File: src/rtl/srs_pkg.sv
// Shared types and constants of the systematic resampler.
`default_nettype none

package srs_pkg;

	localparam int unsigned PC_W        = 7;
	localparam logic [PC_W-1:0] PC_RESET = 7'd64;
	localparam int unsigned WEIGHT_IN_W = 32;
	localparam int unsigned OFF_W       = 16;
	localparam int unsigned IDX_W       = 6;

	typedef enum logic [2:0] {
		ST_LOAD,
		ST_PREP,
		ST_RD,
		ST_MUL,
		ST_ACC,
		ST_CMP,
		ST_ERD,
		ST_EDEC
	} srs_state_t;

	typedef struct packed {
		logic init;
		logic mul;
		logic acc;
		logic step;
	} srs_arith_ctrl_t;

endpackage

`default_nettype wire

File: src/rtl/srs_arith.sv
// Stratum compare unit: running scaled prefix sum against the stratum threshold.
`default_nettype none

module srs_arith import srs_pkg::*; #(
	parameter int unsigned WB = 32,
	parameter int unsigned AW = 6
) (
	input  logic                 clk,
	input  srs_arith_ctrl_t      ctrl,
	input  logic [WB-1:0]        w,
	input  logic [AW:0]          n,
	input  logic [OFF_W-1:0]     off,
	input  logic [WB+AW-1:0]     sum,
	output logic                 beyond
);

	localparam int unsigned SUM_W  = WB + AW;
	localparam int unsigned PROD_W = WB + AW + 1;
	localparam int unsigned BASE_W = OFF_W + SUM_W;
	localparam int unsigned ACC_W  = SUM_W + AW + 1 + OFF_W;

	logic [PROD_W-1:0] prod_q;
	logic [BASE_W-1:0] base;
	logic [ACC_W-1:0]  lhs_q;
	logic [ACC_W-1:0]  rhs_q;

	// lhs holds C_k * N * 2^16, rhs holds (j * 2^16 + offset) * S.
	assign base   = BASE_W'(off) * BASE_W'(sum);
	assign beyond = lhs_q > rhs_q;

	always_ff @(posedge clk) begin
		if (ctrl.mul) begin
			prod_q <= PROD_W'(w) * PROD_W'(n);
		end
		if (ctrl.init) begin
			lhs_q <= '0;
			rhs_q <= ACC_W'(base);
		end else begin
			if (ctrl.acc) begin
				lhs_q <= lhs_q + ACC_W'({prod_q, {OFF_W{1'b0}}});
			end
			if (ctrl.step) begin
				rhs_q <= rhs_q + ACC_W'({sum, {OFF_W{1'b0}}});
			end
		end
	end

endmodule

`default_nettype wire

File: config.mk
export PLATFORM = sky130hd
export DESIGN_NAME = srs_arith
export DESIGN_NICKNAME = d
export VERILOG_FILES = /design/src/rtl/srs_pkg.sv /design/src/rtl/srs_arith.sv
export SDC_FILE = /design/constraint.sdc
export NUM_CORES = 2
export LEC_CHECK = 0
export BUFFER_PORTS_ARGS = -buffer_cell sky130_fd_sc_hd__buf_2
export CAP_MARGIN = 20
export CORE_ASPECT_RATIO = 0.8
export CORE_MARGIN = 4
export CORE_UTILIZATION = 30
export CTS_BUF_LIST = sky130_fd_sc_hd__clkbuf_4
export DETAILED_ROUTE_END_ITERATION = 8
export GPL_TIMING_DRIVEN = 0
export SETUP_SLACK_MARGIN = 0.2
export SLEW_MARGIN = 0
export SYNTH_ARGS = -nofsm -noshare
export SYNTH_HDL_FRONTEND = slang
export SYNTH_SLANG_ARGS = --single-unit
File: constraint.sdc
create_clock -name clk -period 9 [get_ports clk]
set_clock_uncertainty 0.15 [all_clocks]
set_input_delay 0.9 -clock clk [delete_from_list [all_inputs] [get_ports clk]]
set_output_delay 0.9 -clock clk [all_outputs]
set_load 0.01 [all_outputs]
==> results.json <==
{
  "antenna_found_initial": 8,
  "synth_flop_cell": "edfxtp_1",
  "cts_buffers": 17,
  "rows": 112,
  "grt_max_degree": 40,
  "fmax_mhz": 118,
  "async_reset_ff_frac": 0,
  "numClockSinks": 145,
  "synth_cells": 4126,
  "final_nets": 5283,
  "cap_violations": 0,
  "avgSynthCellArea_sq_um": 8.65,
  "ys_seq_area_frac": 0.107,
  "holdBufCountCts": 0,
  "rsz0062_at_grt": "false",
  "reg2reg_to": "rhs_q[46]",
  "cts_tree": "built",
  "viasPerCell": 4.96,
  "dp_hpwl_um": 86200,
  "placed_cells": 5747,
  "drtAntennaViolNets": 0,
  "status": "finished clean",
  "reg2reg_slack_ns": 5.49,
  "hold_viol": 0,
  "slowest_delay_ns": 0.73,
  "setup-violations-final": 0,
  "fin_crit_sh": 0.943,
  "slew_violations": 0,
  "h-tree-depth": 4,
  "layout.cells.non_filler": 5782,
  "ios": 99,
  "relSlewSlack": 0.243,
  "netlist_area_sq_um": 35700,
  "initial_core_util": 0.304,
  "fin_crit_ns": 8.49,
  "drive_above_1_share": 0.0354,
  "grt_pass1_vias": 29600,
  "wl_per_cell_um": 17.9,
  "end_kind": "register",
  "grt_usage": 0.168,
  "clock_latency_ns": 0.62,
  "cp-start-kind": "input pin",
  "synth_nets": 5182,
  "ff2ff_path_depth": 13,
  "drc": 0,
  "grt-ovfl-total": 0,
  "coreArea_sq_um": 117000,
  "holdCritStartpoint": "lhs_q[23]",
  "post_cts_buffers": 0,
  "die_h_um": 317,
  "die_x_um": 394,
  "hp-class": "reg -> reg",
  "dr.pass1.iters": 5,
  "synth_cell_types": 85,
  "synth-edff-count": 93,
  "syn_to_final_growth_pct": 7.38,
  "slowest_stage": "clkbuf_1",
  "cts-root-buf": "clkbuf_4",
  "arrival_ns": 8.71,
  "rr_startpoint": "rhs_q[16]",
  "wl_um": 103000,
  "hold_depth": 2,
  "clkTransAtPathRegs_ns": 0.18,
  "yosys_warnings": 0,
  "min_to": "lhs_q[23]",
  "routabilityCongestion": 0.930,
  "port_buffers": 82,
  "clockBufferDepth": 2,
  "n_fill_cell": 12300,
  "crit_type": "in -> reg",
  "grt_pass1_wl_um": 166000,
  "vias": 28700,
  "cp_max_fo": 10,
  "cpMostUsedCell": "fa_1",
  "first_iter_violations": 1952,
  "die_area_sq_um": 125000,
  "crit_required_ns": 9.23,
  "synth-seq-cells": 145,
  "max_slew.worst_pin.slew_ns": 1.14
}
Yosys cell counts (22+ instances only):
| cell | instances | share of area |
|---|---|---|
| a21o_1 | 99 | 0.021 |
| a21oi_1 | 193 | 0.027 |
| and2_1 | 236 | 0.041 |
| clkbuf_1 | 160 | 0.017 |
| dfxtp_1 | 52 | 0.029 |
| edfxtp_1 | 93 | 0.078 |
| fa_1 | 653 | 0.37 |
| ha_1 | 305 | 0.11 |
| inv_1 | 771 | 0.081 |
| mux2i_1 | 29 | 0.0081 |
| nand2_1 | 716 | 0.075 |
| nand3_1 | 44 | 0.0062 |
| nand4_1 | 39 | 0.0068 |
| nor2_1 | 150 | 0.016 |
| nor2b_1 | 22 | 0.0039 |
| nor3_1 | 30 | 0.0042 |
| o21ai_0 | 81 | 0.011 |
| xnor2_1 | 95 | 0.023 |
| xor2_1 | 56 | 0.014 |
registers in the layout, indices dropped and copies added, names as in the netlist:
| name | count |
|---|---|
| rhs_q | 61 |
| prod_q | 39 |
| lhs_q | 45 |
area by class of cell:
| type | count | area [sq um] | share of cell area |
|---|---|---|---|
| Multi-Input combinational cell | 3036 | 28300 | 0.739 |
| Sequential cell | 145 | 3830 | 0.100 |
| Inverter | 772 | 2900 | 0.0756 |
| Tap cell | 1539 | 1930 | 0.0502 |
| Buffer | 173 | 657 | 0.0171 |
| Timing Repair Buffer | 82 | 410 | 0.0107 |
| Clock inverter | 15 | 161 | 0.00421 |
| Clock buffer | 17 | 128 | 0.00333 |
| Antenna cell | 3 | 7.51 | 0.000196 |
how the worst max path moves through the flow:
stage,start,end,cells past startpoint
2_1_floorplan,off[6],rhs_q[50],26
6_report,off[5],rhs_q[52],26
3_3_place_gp,off[5],rhs_q[52],26
5_1_grt,off[2],rhs_q[49],24
4_1_cts,off[6],rhs_q[50],26
3_5_place_dp,off[6],rhs_q[50],26
through the flow:
step / setup slack (ns) / TNS (ns) / utilization / cell area, sq um / hold slack, ns
after floorplan: 1.71 / 0 / - / 35700 / 0.333
after global placement: -0.112 / -0.260 / 0.324 / 38000 / 0.355
after detailed placement: -0.124 / -0.445 / 0.324 / 38000 / 0.359
after CTS: 0.591 / 0 / 0.326 / 38300 / 0.378
after global routing: 0.277 / 0 / 0.326 / 38300 / 0.390
final: 0.515 / 0 / 0.326 / 38300 / 0.384
cells by family after synthesis:
logic type,share of synthesized area
flops,0.107
buf+inv,0.0995
simple gates,0.171
xor+xnor,0.0370
mux,0.00876
fa+ha+maj,0.473
compound gates,0.103
repair_timing:
action                     in CTS  in global routing
hold endpoints to repair        0                  0
setup endpoints to repair       0                  4
gates resized for setup         0                  6
layer usage:
layer	global-route usage	vias up	part of all wire
met4	0.0296	4	0.018
met2	0.270	869	0.45
met3	0.0347	111	0.079
met1	0.237	14500	0.46
li1	-	13200	-
met5	0	-	0.00020
worst max-delay path, delay by kind of cell:
| family | cells | cell delay [ns] |
|---|---|---|
| AND/OR/NAND/NOR | 6 | 1.79 |
| XOR/XNOR | 1 | 0.16 |
| buffers and inverters | 8 | 1.74 |
| AO/OA/AOI/OAI | 3 | 0.59 |
| adder cells (fa/ha/maj) | 7 | 3.42 |
| multiplexers | 1 | 0.08 |
cells in the final DEF, fill, tap and decap left out, drive strengths merged, types with 10 or more instances in the layout:
master	instances
inv	783
nand2	716
fa	653
ha	305
and2	236
a21oi	196
clkbuf	177
nor2	150
o21ai	101
a21o	99
xnor2	95
buf	95
edfxtp	93
xor2	56
dfxtp	52
nand3	44
nand4	39
nor3	31
mux2i	29
nor2b	22
a31oi	19
o21bai	18
nand2b	17
nor4	16
o21a	16
o211ai	15
and3	15
a211oi	15
or3	10
Power is not shown: default switching activity piles up to over one toggle a cycle in this logic, so the estimate is an artifact.
